### config.mk
export PLATFORM = sky130hd
export DESIGN_NAME = pngu_fifo
export DESIGN_NICKNAME = d
export VERILOG_FILES = /design/src/rtl/pngu_pkg.sv /design/src/rtl/pngu_fifo.sv
export SDC_FILE = /design/constraint.sdc
export NUM_CORES = 1
export LEC_CHECK = 0
export ABC_AREA = 1
export BUFFER_PORTS_ARGS = -buffer_cell sky130_fd_sc_hd__buf_2
export CAP_MARGIN = 0
export CORE_ASPECT_RATIO = 1.4
export CORE_MARGIN = 2
export CORE_UTILIZATION = 52
export CTS_CLUSTER_DIAMETER = 80
export DETAILED_ROUTE_END_ITERATION = 10
export PLACE_DENSITY = 0.76
export SYNTH_ARGS = -nofsm -noshare
export SYNTH_HDL_FRONTEND = slang
export SYNTH_SLANG_ARGS = --single-unit
export TNS_END_PERCENT = 10
### constraint.sdc
create_clock -name clock -period 1.4 [get_ports clock]
set_input_delay 0.07 -clock clock [delete_from_list [all_inputs] [get_ports clock]]
set_output_delay 0.07 -clock clock [all_outputs]
set_load 0.02 [all_outputs]
### src/rtl/pngu_pkg.sv
`timescale 1ns / 1ps
// ----------------------------------------------------------------------------
// pngu_pkg
// Shared constants, types and codes of the PNG scanline unfilter unit.
// ----------------------------------------------------------------------------
package pngu_pkg;

   localparam int MAX_ROW_BYTES = 8192;
   localparam int ROW_ADDR_W    = $clog2(MAX_ROW_BYTES);
   localparam int COL_W         = ROW_ADDR_W + 1;

   localparam int BYTE_W        = 8;
   localparam int BPP_W         = 3;
   localparam int ROW_BYTES_W   = 14;
   localparam int ROW_COUNT_W   = 16;
   localparam int CSR_ADDR_W    = 2;
   localparam int CSR_DATA_W    = 16;

   localparam int QUEUE_DEPTH   = 4;
   localparam int QUEUE_PTR_W   = $clog2(QUEUE_DEPTH);
   localparam int QUEUE_CNT_W   = QUEUE_PTR_W + 1;

   // register indexes
   localparam logic [CSR_ADDR_W-1:0] CSR_BYTES_PER_PIXEL = 2'd0;
   localparam logic [CSR_ADDR_W-1:0] CSR_ROW_BYTES       = 2'd1;
   localparam logic [CSR_ADDR_W-1:0] CSR_ROW_COUNT       = 2'd2;

   localparam logic [BPP_W-1:0]       BPP_RESET       = 3'd4;
   localparam logic [ROW_BYTES_W-1:0] ROW_BYTES_RESET = 14'd4;
   localparam logic [ROW_COUNT_W-1:0] ROW_COUNT_RESET = 16'd1;

   typedef enum logic [2:0] {
      FILT_NONE  = 3'd0,
      FILT_SUB   = 3'd1,
      FILT_UP    = 3'd2,
      FILT_AVG   = 3'd3,
      FILT_PAETH = 3'd4
   } filter_type;

   // one queued unit of work for the back end
   typedef struct packed {
      logic [BYTE_W-1:0]     data;
      filter_type            filt;
      logic                  bad;
      logic                  first_col;
      logic                  top_row;
      logic                  eor;
      logic                  eoi;
      logic [ROW_ADDR_W-1:0] col;
   } work_type;

endpackage

### src/rtl/pngu_fifo.sv
`timescale 1ns / 1ps
// ----------------------------------------------------------------------------
// pngu_fifo
// Short work queue between the front end and the back end.
// ----------------------------------------------------------------------------
module pngu_fifo (
   input  logic               clock,
   input  logic               reset,
   input  logic               push,
   input  pngu_pkg::work_type push_work,
   output logic               full,
   input  logic               pop,
   output logic               valid,
   output pngu_pkg::work_type pop_work
);

   pngu_pkg::work_type                 entry_ff [pngu_pkg::QUEUE_DEPTH];
   logic [pngu_pkg::QUEUE_PTR_W-1:0]   wr_ptr_ff, wr_ptr_in;
   logic [pngu_pkg::QUEUE_PTR_W-1:0]   rd_ptr_ff, rd_ptr_in;
   logic [pngu_pkg::QUEUE_CNT_W-1:0]   count_ff, count_in;

   assign full     = (count_ff == pngu_pkg::QUEUE_CNT_W'(pngu_pkg::QUEUE_DEPTH));
   assign valid    = (count_ff != '0);
   assign pop_work = entry_ff[rd_ptr_ff];

   always_comb begin
      wr_ptr_in = push ? wr_ptr_ff + pngu_pkg::QUEUE_PTR_W'(1) : wr_ptr_ff;
      rd_ptr_in = pop ? rd_ptr_ff + pngu_pkg::QUEUE_PTR_W'(1) : rd_ptr_ff;
      count_in  = count_ff;
      if (push && !pop) begin
         count_in = count_ff + pngu_pkg::QUEUE_CNT_W'(1);
      end else if (pop && !push) begin
         count_in = count_ff - pngu_pkg::QUEUE_CNT_W'(1);
      end
   end

   always_ff @(posedge clock) begin
      if (reset) begin
         wr_ptr_ff <= '0;
         rd_ptr_ff <= '0;
         count_ff  <= '0;
      end else begin
         wr_ptr_ff <= wr_ptr_in;
         rd_ptr_ff <= rd_ptr_in;
         count_ff  <= count_in;
      end
   end

   always_ff @(posedge clock) begin
      if (push) begin
         entry_ff[wr_ptr_ff] <= push_work;
      end
   end

endmodule

# --- Word-level counts from Yosys, hierarchy flattened ---
# Memories as Yosys holds them, arrays and structs flattened. A register that Yosys moved wholly into a read port is not among the register bits.
# Cells that the tools add are included.
word_totals:
  ram_bits: 116
  word_cells: 21
  reg_bits: 7
  memories: 1
op_classes:
  eq_ne: 1
  n_reduce_logical: 6
  n_addsub: 4
  n_mux: 6
mem_list:
  columns: ["name", "words", "word_bits", "rd", "rd_ports_with_merged_regs", "write_ports", "line", "text"]
  rows:
  - ["entry_ff", 4, 29, 1, 1, 1, "pngu_fifo.sv:17", "pngu_pkg::work_type entry_ff [pngu_pkg::QUEUE_DEPTH];"]
op_table:
  columns: ["operator", "n"]
  rows:
  - ["3-bit two-way mux", 2]
  - ["2-bit by 1-bit adder with 2-bit output, second input constant", 2]
  - ["2-bit two-way mux", 2]
  - ["3-bit by 1-bit adder with 3-bit output, second input constant", 1]
  - ["3-bit == test, second input constant", 1]
  - ["3-bit nonzero test", 1]
  - ["3-bit by 1-bit subtractor with 3-bit output, second input constant", 1]
  - ["1-bit logical AND", 2]
  - ["1-bit zero test", 2]
  - ["1-bit two-way mux", 2]
  - ["2-bit nonzero test", 1]

# --- Longest topological paths before layout ---
depth:
  depth_word: 4
  depth_mapped: 10
  ltp_nobuf: 10

# --- Least setup slack after synthesis ---
# OpenSTA, ideal clock, no wires.
synth_timing:
  path_type: "register to register"
  startpoint: "register wr_ptr_ff[0] (netlist name)"
  endpoint: "memory entry_ff[2][0] (netlist name) (enable)"
  setup_time_ns: 0.384
  slack_ns: -0.155
  arrival_time_ns: 1.171
  stages_incl_launch_ff: 5
  synth_period_minus_slack_ns: 1.555
  n_path_buf: 0
  cell_sequence: "dfxtp_1 > inv_1 > ha_1 > nand2_1 > inv_1"
synth_lines:
  columns: ["element", "line", "text"]
  rows:
  - ["start: declaration", "pngu_fifo.sv:18", "logic [pngu_pkg::QUEUE_PTR_W-1:0] wr_ptr_ff, wr_ptr_in;"]
  - ["start signal: assignment", "pngu_fifo.sv:43", "wr_ptr_ff <= wr_ptr_in;"]
  - ["end: declaration", "pngu_fifo.sv:17", null]
# No word-level cell before the write port.

==> run_results.csv <==
group,metric,value,unit
layout,instances_no_fill,578,
clock_network,cts.sinks,125,
setup_path,critPathMaxFanout,15,
placement,dp_cells,513,
synthesis,synth_nets,379,
pwr,p_per_area,1480,nW/um^2
layout,layout_common_cells,"116 x edfxtp_1, 43 x buf_2, 36 x nor2_1",
pwr,peakVddDrop,972,uV
synthesis,syn_inst,340,
synthesis,synth_simple_gate_area_share,9.30,%
placement,place_area,5660,um^2
sta,worst_pin_slew,348,ps
global_route,grt_usage,22.4,%
pwr,p_total,10.0,mW
global_route,grt_max_degree,30,
layout,fillers,583,
global_route,grt_use_met3,5.94,%
route,drt_iter0_drc,343,
synthesis,synthAdderAreaFrac,1.63,%
placement,gp_congestion,0.777,
floorplan,die_area,10500,um^2
min_path,hold_path_class,"primary input to flip-flop",
floorplan,boundaryPins,64,
clock_network,clkTransAtPathRegs,50,ps
route,wire_per_inst,19.5,um
pwr,p_leak,2.46,nW
synthesis,ys_types,24,
global_route,met1_usage,25.2,%
synthesis,syn-cell-area,5060,um^2
clock_network,cts_buffers,17,
synthesis,synthMuxAreaShare,0,%
global_route,gr-usage-met2,39.1,%
route,viasPerCell,5.65,
synthesis,synth_seq_cells,125,
placement,io_buffers,63,
global_route,grt_pass1_wl,17000,um
sta,fmax,602,MHz
route,vias,3263,
sta,rsz0062_at_grt,"true",
route,finalWirelength,11300,um
global_route,grt_pass1_vias,3305,
global_route,antenna_found_initial,0,
layout,area_growth,34.6,%
outcome,failed_checks,"setup timing",
clock_network,cts_buffer_depth,2,
setup_path,cp.required,1330,ps
floorplan,die_h,121,um
placement,dp_worst_setup_slack,12.8,ps
layout,diodes,0,
setup_path,worstPathArrival,1590,ps
run,drv_cap,0,
synthesis,synth_compound_area_share,12.6,%
synthesis,avgSynthCellArea,14.9,um^2
route,drc,0,
sta,fin_crit_sh,119,%
global_route,top_usage_layer,"met2",
sta,whs,82.9,ps
setup_path,endpoint_kind,"output port",
synthesis,synth-xor-area-share,0.173,%
clock_network,cts_tree,"built",
synthesis,synth_top_family_by_area,"compound AO/OA/AOI/OAI gates",
setup_path,critPathKind,"flip-flop to output port",
sta,clock_skew,8.56,ps
route,antenna_left,0,
outcome,outcome,"finished, violations left",
sta,slew_viol_final,0,
layout,multi_input_area,1300,um^2
synthesis,yosysSeqAreaShare,72.4,%
clock_network,postCtsSetupRepairBufs,0,
placement,dp_hpwl,5950,um
sta,finalSetupViolCount,29,
layout,final_common_cell,"edfxtp_1",
sta,fin_tns_setup,-4930,ps
clock_network,clock-root-buffer,"clkbuf_16",
layout,fin_area,6810,um^2
floorplan,row_count,42,
clock_network,clk_latency,410,ps
floorplan,initial_utilization,53.5,%
layout,seqCellArea,3670,um^2
sta,setup_slack,-262,ps
floorplan,coreArea,9460,um^2
setup_path,critical_path.startpoint_type,"flip-flop",
layout,fin_util,72.0,%
clock_network,htree_levels,4,
sta,min_period,1660,ps
sta,hold_viol_final,0,
sta,slew-limit-headroom,76.5,%
floorplan,dieWidth,87.4,um
synthesis,ys_warn_count,0,
global_route,grt_overflow,0,
layout,drive_gt1_share,41.7,%
layout,nNetsFinal,494,
route,drtPass1Iterations,7,
## cells in the mapped netlist, drive strengths merged
cell / number / share of area [%]
a21oi: 3 / 0.30
buf: 16 / 2.5
clkbuf: 2 / 0.15
dfxtp: 9 / 3.6
edfxtp: 116 / 69
fa: 1 / 0.40
ha: 5 / 1.2
inv: 17 / 1.3
nand2: 10 / 0.74
nand3: 1 / 0.099
nand4: 1 / 0.12
nor2: 65 / 8.2
nor3: 1 / 0.099
o21ai: 63 / 6.2
o22ai: 29 / 6.1
xor2: 1 / 0.17
## path summary, 6_finish.rpt
kind,slack [ps],endpoint,from,cells past startpoint
worst max-delay path,-260,pop_work[9],flip-flop,4
worst min-delay path,80,wr_ptr_ff[0],push,4
worst max register to register,60,entry_ff[1][23],wr_ptr_ff[1],5
worst min register to register,460,flip-flop,rd_ptr_ff[1],1
## layout make-up
| cell class | count | share of cell area (%) |
|---|---|---|
| Multi-Input combinational cell | 180 | 19.0 |
| Tap cell | 110 | 2.02 |
| Timing Repair Buffer | 114 | 14.9 |
| Clock buffer | 17 | 6.25 |
| Clock inverter | 15 | 2.61 |
| Sequential cell | 125 | 53.9 |
| Inverter | 17 | 1.23 |
## timing repair
| item | CTS | global route |
|---|---|---|
| gates resized for setup | 71 | 16 |
| pin swaps | 0 | 1 |
| hold endpoints to repair | 125 | 0 |
| endpoints found under the setup margin | 29 | 54 |
| hold buffers | 31 | 0 |
| gates cloned | 1 | 1 |
## registers in the layout, summed over array words and instances (netlist names), named ones only
register   cells
rd_ptr_ff      2
count_ff       3
wr_ptr_ff      2
entry_ff     116
## cell families (layout without fill, tap and decap cells)
logic type               count (synthesis)  after routing
flip-flops                             125            125
AO/OA/AOI/OAI                           95             95
AND/OR/NAND/NOR                         78             78
buffers and inverters                   35            163
adder cells (fa/ha/maj)                  6              6
XOR/XNOR                                 1              1
## worst max-delay path, cell delays in order (launching register included)
cell and delay [ps]:
dfxtp_4 380, buf_12 160, o21ai_0 320, o22ai_2 140, buf_2 180
## report_power, final
group	switching, mW	internal, mW	total [mW]
Clock	1.49	2.93	4.42
Combinational	0.748	0.533	1.28
Sequential	0.0800	4.27	4.35
## metal layers
metal / vias up / part of all wire, %
met5: - / 0
met4: 0 / 3.0
met3: 29 / 4.9
met2: 140 / 54
met1: 1606 / 38
li1: 1488 / -
(Power assumes the default switching activity.)
