File: src/rtl/pngu_pkg.sv
`timescale 1ns / 1ps
// ----------------------------------------------------------------------------
// pngu_pkg
// Shared constants, types and codes of the PNG scanline unfilter unit.
// ----------------------------------------------------------------------------
package pngu_pkg;

   localparam int MAX_ROW_BYTES = 8192;
   localparam int ROW_ADDR_W    = $clog2(MAX_ROW_BYTES);
   localparam int COL_W         = ROW_ADDR_W + 1;

   localparam int BYTE_W        = 8;
   localparam int BPP_W         = 3;
   localparam int ROW_BYTES_W   = 14;
   localparam int ROW_COUNT_W   = 16;
   localparam int CSR_ADDR_W    = 2;
   localparam int CSR_DATA_W    = 16;

   localparam int QUEUE_DEPTH   = 4;
   localparam int QUEUE_PTR_W   = $clog2(QUEUE_DEPTH);
   localparam int QUEUE_CNT_W   = QUEUE_PTR_W + 1;

   // register indexes
   localparam logic [CSR_ADDR_W-1:0] CSR_BYTES_PER_PIXEL = 2'd0;
   localparam logic [CSR_ADDR_W-1:0] CSR_ROW_BYTES       = 2'd1;
   localparam logic [CSR_ADDR_W-1:0] CSR_ROW_COUNT       = 2'd2;

   localparam logic [BPP_W-1:0]       BPP_RESET       = 3'd4;
   localparam logic [ROW_BYTES_W-1:0] ROW_BYTES_RESET = 14'd4;
   localparam logic [ROW_COUNT_W-1:0] ROW_COUNT_RESET = 16'd1;

   typedef enum logic [2:0] {
      FILT_NONE  = 3'd0,
      FILT_SUB   = 3'd1,
      FILT_UP    = 3'd2,
      FILT_AVG   = 3'd3,
      FILT_PAETH = 3'd4
   } filter_type;

   // one queued unit of work for the back end
   typedef struct packed {
      logic [BYTE_W-1:0]     data;
      filter_type            filt;
      logic                  bad;
      logic                  first_col;
      logic                  top_row;
      logic                  eor;
      logic                  eoi;
      logic [ROW_ADDR_W-1:0] col;
   } work_type;

endpackage

File: src/rtl/pngu_front.sv
`timescale 1ns / 1ps
// ----------------------------------------------------------------------------
// pngu_front
// Accepts stream bytes, tracks filter bytes, columns and rows, and queues
// data bytes and bad filter events for the back end.
// ----------------------------------------------------------------------------
module pngu_front (
   input  logic                                clock,
   input  logic                                reset,
   input  logic                                req_valid,
   output logic                                req_ready,
   input  logic [pngu_pkg::BYTE_W-1:0]         req_byte,
   input  logic [pngu_pkg::ROW_BYTES_W-1:0]    row_bytes,
   input  logic [pngu_pkg::ROW_COUNT_W-1:0]    row_count,
   input  logic                                queue_full,
   output logic                                push,
   output pngu_pkg::work_type                  push_work
);

   logic                                expect_ff, expect_in;
   logic [pngu_pkg::ROW_ADDR_W-1:0]     column_ff, column_in;
   logic [pngu_pkg::ROW_COUNT_W-1:0]    row_ff, row_in;
   pngu_pkg::filter_type                filt_ff, filt_in;

   logic                                accept;
   logic                                bad;
   logic [pngu_pkg::COL_W-1:0]          rb_eff;
   logic [pngu_pkg::ROW_COUNT_W-1:0]    rc_eff;
   logic                                eor;
   logic                                eoi;

   always_comb begin
      if (row_bytes == '0) begin
         rb_eff = pngu_pkg::COL_W'(1);
      end else if (32'(row_bytes) > pngu_pkg::MAX_ROW_BYTES) begin
         rb_eff = pngu_pkg::COL_W'(pngu_pkg::MAX_ROW_BYTES);
      end else begin
         rb_eff = pngu_pkg::COL_W'(row_bytes);
      end
      rc_eff = (row_count == '0) ? pngu_pkg::ROW_COUNT_W'(1) : row_count;
   end

   assign req_ready = !queue_full;
   assign accept    = req_valid && req_ready;
   assign bad       = req_byte > pngu_pkg::BYTE_W'(pngu_pkg::FILT_PAETH);
   assign eor       = ({1'b0, column_ff} + pngu_pkg::COL_W'(1)) >= rb_eff;
   assign eoi       = eor && (({1'b0, row_ff} + 17'd1) >= {1'b0, rc_eff});

   always_comb begin
      expect_in = expect_ff;
      column_in = column_ff;
      row_in    = row_ff;
      filt_in   = filt_ff;
      push      = 1'b0;

      push_work.data      = req_byte;
      push_work.filt      = filt_ff;
      push_work.bad       = 1'b0;
      push_work.first_col = (column_ff == '0);
      push_work.top_row   = (row_ff == '0);
      push_work.eor       = eor;
      push_work.eoi       = eoi;
      push_work.col       = column_ff;

      if (accept) begin
         if (expect_ff) begin
            expect_in = 1'b0;
            column_in = '0;
            if (bad) begin
               filt_in       = pngu_pkg::FILT_NONE;
               push          = 1'b1;
               push_work.bad = 1'b1;
               push_work.eor = 1'b0;
               push_work.eoi = 1'b0;
               push_work.data = '0;
            end else begin
               filt_in = pngu_pkg::filter_type'(req_byte[2:0]);
            end
         end else begin
            push = 1'b1;
            if (eor) begin
               column_in = '0;
               expect_in = 1'b1;
               row_in    = eoi ? '0 : row_ff + pngu_pkg::ROW_COUNT_W'(1);
            end else begin
               column_in = column_ff + pngu_pkg::ROW_ADDR_W'(1);
            end
         end
      end
   end

   always_ff @(posedge clock) begin
      if (reset) begin
         expect_ff <= 1'b1;
         column_ff <= '0;
         row_ff    <= '0;
         filt_ff   <= pngu_pkg::FILT_NONE;
      end else begin
         expect_ff <= expect_in;
         column_ff <= column_in;
         row_ff    <= row_in;
         filt_ff   <= filt_in;
      end
   end

endmodule

File: config.mk
export PLATFORM = sky130hd
export DESIGN_NAME = pngu_front
export DESIGN_NICKNAME = d
export VERILOG_FILES = /design/src/rtl/pngu_pkg.sv /design/src/rtl/pngu_front.sv
export SDC_FILE = /design/constraint.sdc
export NUM_CORES = 1
export LEC_CHECK = 0
export ABC_AREA = 1
export BUFFER_PORTS_ARGS = -buffer_cell sky130_fd_sc_hd__buf_4
export CORE_ASPECT_RATIO = 2
export CORE_MARGIN = 3
export CORE_UTILIZATION = 52
export DETAILED_ROUTE_END_ITERATION = 8
export PLACE_DENSITY = 0.78
export SYNTH_ARGS = -nofsm -noshare
export SYNTH_HDL_FRONTEND = slang
export SYNTH_SLANG_ARGS = --single-unit
File: constraint.sdc
create_clock -name clock -period 5.4 [get_ports clock]
set_input_delay 1.62 -clock clock [delete_from_list [all_inputs] [get_ports clock]]
set_output_delay 1.62 -clock clock [all_outputs]
set_load 0.05 [all_outputs]
Yosys cells after proc, flatten, opt, wreduce, memory -nomap -nowiden
Index checks and enable logic that the tools add are counted.
- register bits after elaboration: 33
- word-level logic and storage cells: 42
- bitwise gates (word level): 1
- add/sub/neg operators: 4
- reductions and logical operators: 9
- muxes and demuxes: 20
- magnitude comparators: 4
- operators by type and width (cell ; count):
    $logic_not 16->1 ; 2
    $mux 16 ; 2
    $mux 14 ; 2
    $mux 13 ; 2
    $mux 8 ; 3
    $add 16x1->17 const B ; 1
    $ge 17x16->1 ; 1
    $add 16x1->16 const B ; 1
    $add 13x1->14 const B ; 1
    $ge 14x14->1 ; 1
    $gt 14x14->1 const B ; 1
    $logic_not 14->1 ; 1
    $add 13x1->13 const B ; 1
    $logic_not 13->1 ; 1
    $gt 8x3->1 const B ; 1
    $mux 1 ; 7
    $mux 2 ; 3
    $mux 3 ; 1
    $reduce_and 3->1 ; 1
    $logic_and 1x1->1 ; 2
    $reduce_and 2->1 ; 1
    $logic_not 1->1 ; 1
    $not 1->1 ; 1

Depth between registers and ports, before layout
Gate-level depths: netlist of run 1.
- word-level depth: 8
- mapped depth: 20
- depth with buffers taken out: 20

Least setup slack after synthesis of run 1
OpenSTA, ideal clock, no wires.
- kind: input -> output
- from: in row_bytes[6] (netlist name)
- to: out push_work[13] (netlist name)
- stages: 13
- buffers on the path: 1
- data arrival time: 3.864 ns
- path slack: -0.084 ns
- path through: nor4_1 nand4_1 nand2_1 clkbuf_1 nand2_1 ha_1 nand2_1 nor2_1 and2_1 nand2_1 nand3_2 nand2_1 nor2_1
- RTL lines (element ; RTL line ; RTL):
    from (decl) ; pngu_front.sv:13 ; input logic [pngu_pkg::ROW_BYTES_W-1:0] row_bytes,
    to (decl) ; pngu_front.sv:17 ; output pngu_pkg::work_type push_work

==> flow_summary_export.csv, run 1 <==
group,metric,value,unit
timing,fmax,0.190,GHz
yosys,synth_area_leaders,"dfxtp_1 22%, nand2_1 15%, ha_1 14%",
cts,h-tree-depth,2,
yosys,synth_most_common_cell,"nand2_1",
final_layout,ff_latch_area,661,um^2
final_layout,multi_input_comb_area,2100,um^2
timing,worst_slack,131,ps
routing,drt_wl_total,9.04,mm
global_routing,grt_overflow,0,
setup_path,crit_arrival,3650,ps
routing,dr_total_vias,3334,
cts,cts-root-buf,"clkbuf_8",
final_layout,antenna_cells_inserted,0,
yosys,yosysTopAreaCell,"dfxtp_1",
placed_design,dp_cells,606,
yosys,async_flop_share,0,
cts,clock_path_buffers,2,
job,cap_violations,0,
placed_design,hpwl,7.46,mm
yosys,syn_avg_cell_area,6.42,um^2
global_routing,use_met2,0.529,
pwr,pwr-share-seq,0.446,
yosys,yosysWarnings,0,
min_path,hp-class,"reg -> reg",
pwr,power.share.combinational,0.230,
cts,cts_hold_buf,0,
final_layout,fin_util,0.703,
final_layout,n_fill_cell,518,
routing,ant_nets,0,
cts,clk_latency,290,ps
yosys,seq_area_frac_synth,0.218,
global_routing,grt_max_degree,25,
yosys,ys_types,33,
timing,fin_crit_sh,0.976,
timing,finalSetupViolCount,0,
routing,drc_errors,0,
routing,vias_per_cell,5.42,
setup_path,crit_path_end_kind,"primary output",
die,die_y,114,um
setup_path,critical_path_required,3780,ps
die,row_count,38,
setup_path,worst_setup_path_start_kind,"input port",
die,die_w,60.0,um
timing,slew-limit-headroom,0.514,
cts,cts.sinks,33,
placed_design,dpl-instance-area,3680,um^2
global_routing,use_met3,0.0227,
pwr,power_density,143,nW/um^2
cts,cts_buffers,5,
global_routing,grt_pass1_vias,3369,
routing,firstDrtPassIters,4,
routing,wl_per_cell,14.7,um
pwr,swShare,0.305,
routing,first_iter_violations,108,
yosys,netlist_top_cells_count,"123 x nand2_1, 85 x inv_1, 46 x nor2_1, 34 x ha_1, 33 x dfxtp_1",
setup_path,critPathKind,"in -> out",
pwr,ir_worst_vdd,0.000166,V
yosys,synth.top_cell.area_share,0.218,
timing,tightest_slew,726,ps
status,outcome,"completed",
pwr,p_leak,0.00204,uW
cts,path_clk_slew,60,ps
die,fp.coreArea,5520,um^2
placed_design,io_buffers,72,
final_layout,drive_above_1_share,0.227,
global_routing,track_usage,0.276,
timing,fin_skew,11.5,ps
setup_path,crit_fanout,8,
yosys,syn_nets,548,
global_routing,busiest_layer,"met2",
final_layout,fin_area,3880,um^2
final_layout,nets,630,
timing,maxSlewViolCount,0,
yosys,synth_cells,472,
pwr,finalPower,555,uW
final_layout,final-instance-count-excl-fill,615,
die,io_pins,73,
die,die_area,6830,um^2
final_layout,area_growth,28.1,%
yosys,ys_seq_elements,33,
cts,cts_tree,"built",
timing,min_period,5270,ps
timing,hold_violations,0,
pwr,internal-power,385,uW
placed_design,place_ws,-5.08,ps
yosys,syn_area,3030,um^2
pwr,p_switching,169,uW
global_routing,grt_pass1_wl,14.4,mm
yosys,synthFlopType,"dfxtp_1",
global_routing,use_met1,0.232,
die,initial_core_util,0.549,
placed_design,place_congestion,0.999,
pwr,clkPwrFrac,0.324,
yosys,synth-edff-count,0,
global_routing,antenna_found_initial,0,
[stage by stage]
step | setup TNS [ps] | hold WS, ps
2_1_floorplan | 0 | 462
4_1_cts | 0 | 515
5_1_grt | -76.6 | 552
3_5_place_dp | -8.06 | 503
6_report | 0 | 514
3_3_place_gp | 0 | 491
[state kept, by name (all words and copies together), names as in the netlist]
| register | count |
|---|---|
| filt_ff | 3 |
| row_ff | 16 |
| column_ff | 13 |
| expect_ff | 1 |
[path summary, 6_finish.rpt]
check | startpoint | end | slack, ps | cells past startpoint
setup / recovery | row_bytes[5] | push_work[13] | 130 | 16
setup reg to reg | column_ff[0] | expect_ff | 1760 | 19
hold reg to reg | row_ff[15] | row_ff[15] | 510 | 2
hold / removal | row_ff[15] | row_ff[15] | 510 | 2
[power groups by stage]
stage	sequential, uW	combinational (uW)	clock [uW]
global route	247	140	195
CTS	247	121	184
finish	247	128	180
global placement	252	118	0
floorplan	258	62.7	0
detailed placement	253	120	0
[critical path, cell delays in order]
cell	delay, ps
buf_4	130
nor4_4	290
nand4_1	170
nand2_2	130
buf_6	130
nand2_1	50
ha_1	310
nand2_2	120
inv_1	50
nand2_1	60
nand2_1	50
a21oi_2	140
nand3_2	100
nand2_1	90
nor2_2	40
buf_6	180
[layer usage]
layer,vias to the layer above,routed length (um)
li1,1669,-
met1,1524,2850
met2,100,5270
met3,41,254
met4,0,660
met5,-,0
[repair_timing]
action,in CTS,in global routing
setup buffers,0,1
gates resized for setup,1,21
endpoints found under the setup margin,2,2
pin swaps,0,7
endpoints found under the hold margin,0,0
[logic make-up after synthesis]
logic type,after synthesis,share of synthesized area
buf+inv,94,0.117
simple gates,239,0.369
xor+xnor,21,0.0632
flops,33,0.218
compound gates,51,0.0922
fa+ha+maj,34,0.140
[layout by cell type, fill, tap and decap left out, types with 2 or more instances in the layout]
cell and count:
o21ai_0 13, nor4_1 7, a22oi_1 3, nand3_2 5, xnor2_1 4, clkbuf_1 2, nor3_1 7, nand3_1 15
inv_1 85, nand4_1 15, buf_6 4, nand2_1 118, a21oi_1 23, clkbuf_8 5, nor2_2 6, dfxtp_1 33
xor2_1 16, ha_4 2, nand2_2 8, nor2_4 5, nor2_1 43, inv_2 3, ha_1 32, a211oi_1 4
o21ai_1 5, buf_4 77
[area by class of cell]
class,count,area share
clock buffer,7,0.0197
clock inverter,1,0.00194
inverter,88,0.0852
multi-input combinational,345,0.543
sequential,33,0.170
tap,60,0.0194
timing repair buffer,81,0.161
Note: power is estimated with default switching activity, not from simulation.
==> inputs of run 2 (changes only) <==
- RECOVER_POWER: not set -> 100
==> run 2 against run 1 <==
  * Sequential share of layout area grew 0.35 points
  * Die area is the same
  * Clock skew is essentially flat
  * Fmax grew 0.14%
  * Global-route usage is the same
  * Combinational power is essentially flat
  * Sequential power is essentially flat
  * Clock power is essentially flat
  * Critical endpoint unchanged
  * Largest cell class unchanged
==> flow_summary_export.csv, run 2 (same netlist as run 1, synthesis figures left out) <==
group,metric,value,unit
status,outcome,"completed",
placed_design,place_congestion,0.999,
final_layout,largest_reg_flops,16,
placed_design,hpwl,7.46,mm
global_routing,antenna_found_initial,0,
routing,firstDrtPassIters,4,
global_routing,track_usage,0.276,
cts,cts.sinks,33,
timing,slew-limit-headroom,0.514,
die,die_w,60.0,um
die,die_area,6830,um^2
cts,clk_latency,290,ps
global_routing,grt_pass1_wl,14.4,mm
final_layout,top_regs,"row_ff: 16 flops, column_ff: 13 flops, filt_ff: 3 flops",
placed_design,io_buffers,72,
die,row_count,38,
pwr,finalPower,552,uW
die,die_y,114,um
setup_path,critPathKind,"in -> out",
final_layout,area_growth,25.5,%
final_layout,antenna_cells_inserted,0,
global_routing,grt_pass1_vias,3369,
cts,cts_buffers,5,
timing,worst_slack,138,ps
routing,vias_per_cell,5.41,
final_layout,mostFrequentLayoutCells,"119 x nand2_1, 85 x inv_1, 56 x buf_4",
global_routing,grt_max_degree,25,
cts,cts_tree,"built",
routing,wl_per_cell,14.7,um
timing,fmax,0.190,GHz
final_layout,layout_commonest_cell,"nand2_1",
setup_path,cp-endpoint,"push_work[13]",
setup_path,critical_path_required,3780,ps
pwr,power_density,145,nW/um^2
setup_path,r2r-end,"expect_ff",
die,fp.coreArea,5520,um^2
die,initial_core_util,0.549,
final_layout,regMostFlops,"row_ff",
setup_path,rr_startpoint,"column_ff[0]",
cts,h-tree-depth,2,
pwr,p_leak,0.00195,uW
timing,fin_skew,11.5,ps
timing,tightest_slew,726,ps
routing,dr_total_vias,3327,
routing,first_iter_violations,122,
placed_design,dpl-instance-area,3680,um^2
final_layout,nets,630,
die,io_pins,73,
setup_path,cp-startpoint,"row_bytes[5]",
job,cap_violations,0,
setup_path,r2r_cells,19,
pwr,ir_worst_vdd,0.000165,V
global_routing,grt_overflow,0,
timing,maxSlewViolCount,0,
setup_path,crit_fanout,8,
setup_path,worst_setup_path_start_kind,"input port",
setup_path,crit_path_end_kind,"primary output",
routing,drc_errors,0,
min_path,hp-class,"reg -> reg",
routing,ant_nets,0,
timing,hold_violations,0,
setup_path,reg2reg_slack,1580,ps
routing,drt_wl_total,9.05,mm
setup_path,crit_arrival,3640,ps
final_layout,fin_area,3800,um^2
timing,min_period,5260,ps
timing,fin_crit_sh,0.974,
final_layout,drive_above_1_share,0.189,
timing,final.setup.tns,0,ps
cts,clock_path_buffers,2,
cts,cts-root-buf,"clkbuf_8",
placed_design,place_ws,-5.08,ps
timing,finalSetupViolCount,0,
placed_design,dp_cells,606,
cts,path_clk_slew,60,ps
final_layout,final-instance-count-excl-fill,615,
run 2: worst min-delay path by stage:
| stage | start | depth (start not counted) | slack (ps) | end |
|---|---|---|---|---|
| detailed placement | row_ff[6] | 2 | 500 | row_ff[6] |
| floorplan | expect_ff | 2 | 460 | expect_ff |
| finish | column_ff[1] | 2 | 510 | column_ff[1] |
| global route | column_ff[11] | 2 | 550 | column_ff[11] |
| CTS | row_ff[15] | 2 | 510 | row_ff[15] |
| global placement | row_ff[15] | 2 | 490 | row_ff[15] |
run 2: metrics by stage:
| stage | hold slack (ps) | util |
|---|---|---|
| global placement | 491 | 0.667 |
| detailed placement | 503 | 0.667 |
| global route | 550 | 0.689 |
| CTS | 515 | 0.684 |
| floorplan | 462 | - |
| finish | 514 | 0.689 |
run 2: timing repair:
item	in CTS	in global routing
resized for setup	1	21
setup endpoints to repair	2	2
hold buffers	0	0
buffers inserted	0	1
pin swaps	0	7
run 2: layout make-up:
| type | instances | area [um^2] |
|---|---|---|
| Multi-Input combinational cell | 345 | 2100 |
| Fill cell | 539 | 1720 |
| Sequential cell | 33 | 661 |
| Timing Repair Buffer | 81 | 548 |
| Inverter | 88 | 330 |
| Clock buffer | 7 | 76.3 |
| Tap cell | 60 | 75.1 |
| Clock inverter | 1 | 7.51 |
run 2: per-layer routing:
| metal | GRT usage | part of all wire |
|---|---|---|
| met1 | 0.232 | 0.32 |
| met2 | 0.529 | 0.58 |
| met3 | 0.0227 | 0.030 |
| met4 | 0.229 | 0.073 |
| met5 | 0 | 0 |
run 2: report_power, final:
part	leakage, uW	switching, uW	internal, uW	total (uW)
Clock	0.0000385	88.8	91.1	180
Combinational	0.00165	79.0	46.6	126
Sequential	0.000266	1.56	245	247
run 2: worst max-delay path, stage by stage:
cell     delay, ps
buf_4          130
nor4_4         290
nand4_1        170
nand2_2        130
buf_6          130
nand2_1         50
ha_1           310
nand2_2        120
inv_1           40
nand2_1         50
nand2_1         50
a21oi_2        130
nand3_2        100
nand2_1         90
nor2_2          40
buf_6          180
==> inputs of run 3 (changes only) <==
- SETUP_SLACK_MARGIN: not set -> 0.5
==> run 3 against run 2 <==
  * Global-route usage increased by 2.8 points
  * Largest power group unchanged
  * Die area did not move
  * Fmax down 1.1%
  * Combinational power is 13% higher
  * Sequential share of layout area is 1.2 points lower
  * Clock skew decreased by 1.4 ps
  * Sequential power about the same
  * Critical endpoint unchanged
==> flow_summary_export.csv, run 3 (same netlist as run 1, synthesis figures left out) <==
group,metric,value,unit
status,outcome,"completed",
placed_design,hpwl,7.41,mm
final_layout,top_regs,"row_ff: 16 flops, column_ff: 13 flops, filt_ff: 3 flops",
pwr,clkPwrFrac,0.350,
pwr,swShare,0.310,
die,io_pins,73,
setup_path,critPathKind,"in -> out",
pwr,internal-power,413,uW
timing,finalSetupViolCount,0,
min_path,holdCritStartpoint,"expect_ff",
final_layout,area_growth,34.5,%
setup_path,crit_path_end_kind,"primary output",
setup_path,r2r_cells,19,
cts,cts_hold_buf,0,
pwr,power_density,147,nW/um^2
global_routing,grt_pass1_wl,15.6,mm
final_layout,final-instance-count-excl-fill,618,
cts,clk_latency,290,ps
placed_design,io_buffers,72,
pwr,finalPower,598,uW
setup_path,max_stage_delay,280,ps
die,die_w,60.0,um
final_layout,mostFrequentLayoutCells,"104 x nand2_1, 85 x inv_1, 43 x buf_4",
cts,path_clk_slew,60,ps
routing,wl_met2,5.64,mm
setup_path,r2r-end,"expect_ff",
pwr,power.share.combinational,0.238,
timing,grt_setup_unrepaired,"true",
routing,firstDrtPassIters,4,
global_routing,antenna_found_initial,0,
global_routing,grt_overflow,0,
pwr,p_leak,0.00202,uW
final_layout,antenna_cells_inserted,0,
global_routing,grt_pass1_vias,3463,
routing,wl_met3,448,um
global_routing,grt_max_degree,25,
cts,clock_path_buffers,2,
timing,fin_skew,10.1,ps
setup_path,cp_slowest_cell,"ha_4",
pwr,p_switching,185,uW
timing,min_period,5320,ps
final_layout,drive_above_1_share,0.251,
timing,hold_violations,0,
routing,ant_nets,0,
setup_path,path_cells,"buf_4 > nor4_2 > nand4_1 > nand2_2 > buf_12 > nand2_4 > ha_4 > nand2_1 > nand2_1 > nand2_1 > nand3_2 > nand2_2 > nand3_4 > nand2_2 > nor2_4 > buf_8",
final_layout,regMostFlops,"row_ff",
setup_path,reg2reg_slack,1170,ps
min_path,hp-class,"reg -> reg",
final_layout,largest_reg_flops,16,
cts,h-tree-depth,2,
die,die_y,114,um
pwr,pwr-share-seq,0.413,
cts,cts_tree,"built",
final_layout,layout_commonest_cell,"nand2_1",
die,fp.coreArea,5520,um^2
setup_path,worst_setup_path_start_kind,"input port",
job,cap_violations,0,
setup_path,crit_arrival,3700,ps
die,row_count,38,
cts,cts_buffers,5,
routing,wl_met1,3.21,mm
setup_path,crit_fanout,8,
routing,dr_total_vias,3410,
routing,drt_wl_total,10.1,mm
timing,maxSlewViolCount,0,
routing,first_iter_violations,127,
timing,fmax,0.188,GHz
placed_design,place_congestion,0.931,
cts,cts-root-buf,"clkbuf_8",
pwr,ir_worst_vdd,0.000166,V
timing,holdWs,512,ps
routing,vias_per_cell,5.52,
cts,cts.sinks,33,
global_routing,track_usage,0.304,
placed_design,dp_cells,604,
die,die_area,6830,um^2
final_layout,nets,633,
die,initial_core_util,0.549,
timing,slew-limit-headroom,0.369,
setup_path,critical_path_required,3780,ps
setup_path,rr_startpoint,"column_ff[0]",
routing,drc_errors,0,
min_path,holdPathStages,2,
min_path,worstHoldEndpoint,"expect_ff",
routing,highest_layer,"met4",
timing,fin_crit_sh,0.985,
final_layout,n_fill_cell,474,
routing,wl_per_cell,16.3,um
timing,tightest_slew,943,ps
[run 3: cell count changes in the layout (fill, tap and decap cells not counted), sizes merged]
cell / change
buf: -11
clkbuf: +14
clkinvlp: -1
clkinv: +1
[run 3: worst max path at each step]
stage | start | endpoint | depth (start not counted)
floorplan | row_bytes[6] | push_work[13] | 13
global placement | row_bytes[2] | push_work[14] | 16
detailed placement | row_bytes[2] | push_work[13] | 16
CTS | row_bytes[5] | push_work[13] | 16
global route | row_bytes[6] | push_work[13] | 16
finish | row_bytes[6] | push_work[13] | 16
[run 3: metal layers]
metal | up-vias | global-route usage
li1 | 1677 | -
met3 | 51 | 0.0555
met1 | 1546 | 0.250
met2 | 136 | 0.574
met5 | - | 0
met4 | 0 | 0.246
[run 3: metrics by stage]
stage	utilization	setup TNS, ps	setup WS [ps]	cell area [um^2]
2_1_floorplan	-	0	408	3050
3_3_place_gp	0.666	0	25.4	3670
3_5_place_dp	0.666	-10.1	-7.69	3670
4_1_cts	0.747	0	225	4120
5_1_grt	0.738	-15.8	-14.2	4070
6_report	0.738	0	80.2	4070
[run 3: what timing repair did]
action                                  CTS  global route
resized for setup                        61            11
cloned                                    0             0
endpoints found under the setup margin    2             2
setup buffers                             5             1
pin swaps                                13             5
[run 3: power by group through the flow]
| stage | Clock [uW] | Combinational (uW) | Sequential (uW) |
|---|---|---|---|
| final | 209 | 142 | 247 |
| after global routing | 220 | 153 | 247 |
| after CTS | 213 | 141 | 247 |
| after detailed placement | 0 | 121 | 252 |
| after global placement | 0 | 119 | 252 |
| after floorplan | 0 | 64.0 | 258 |
[run 3: final cells by class]
type / count / area [um^2] / share of cell area
repair buffers: 84 / 571 / 0.140
clock buffers: 7 / 96.3 / 0.0237
multi-input cells: 345 / 2330 / 0.573
inverters: 88 / 330 / 0.0811
clock inverters: 1 / 5.00 / 0.00123
flip-flops and latches: 33 / 661 / 0.162
well taps: 60 / 75.1 / 0.0184
[run 3: worst max-delay path, delay by kind of cell]
| kind | cells | cell delay [ps] |
|---|---|---|
| adder cells (fa/ha/maj) | 1 | 280 |
| buffers and inverters | 3 | 440 |
| AND/OR/NAND/NOR | 12 | 1350 |
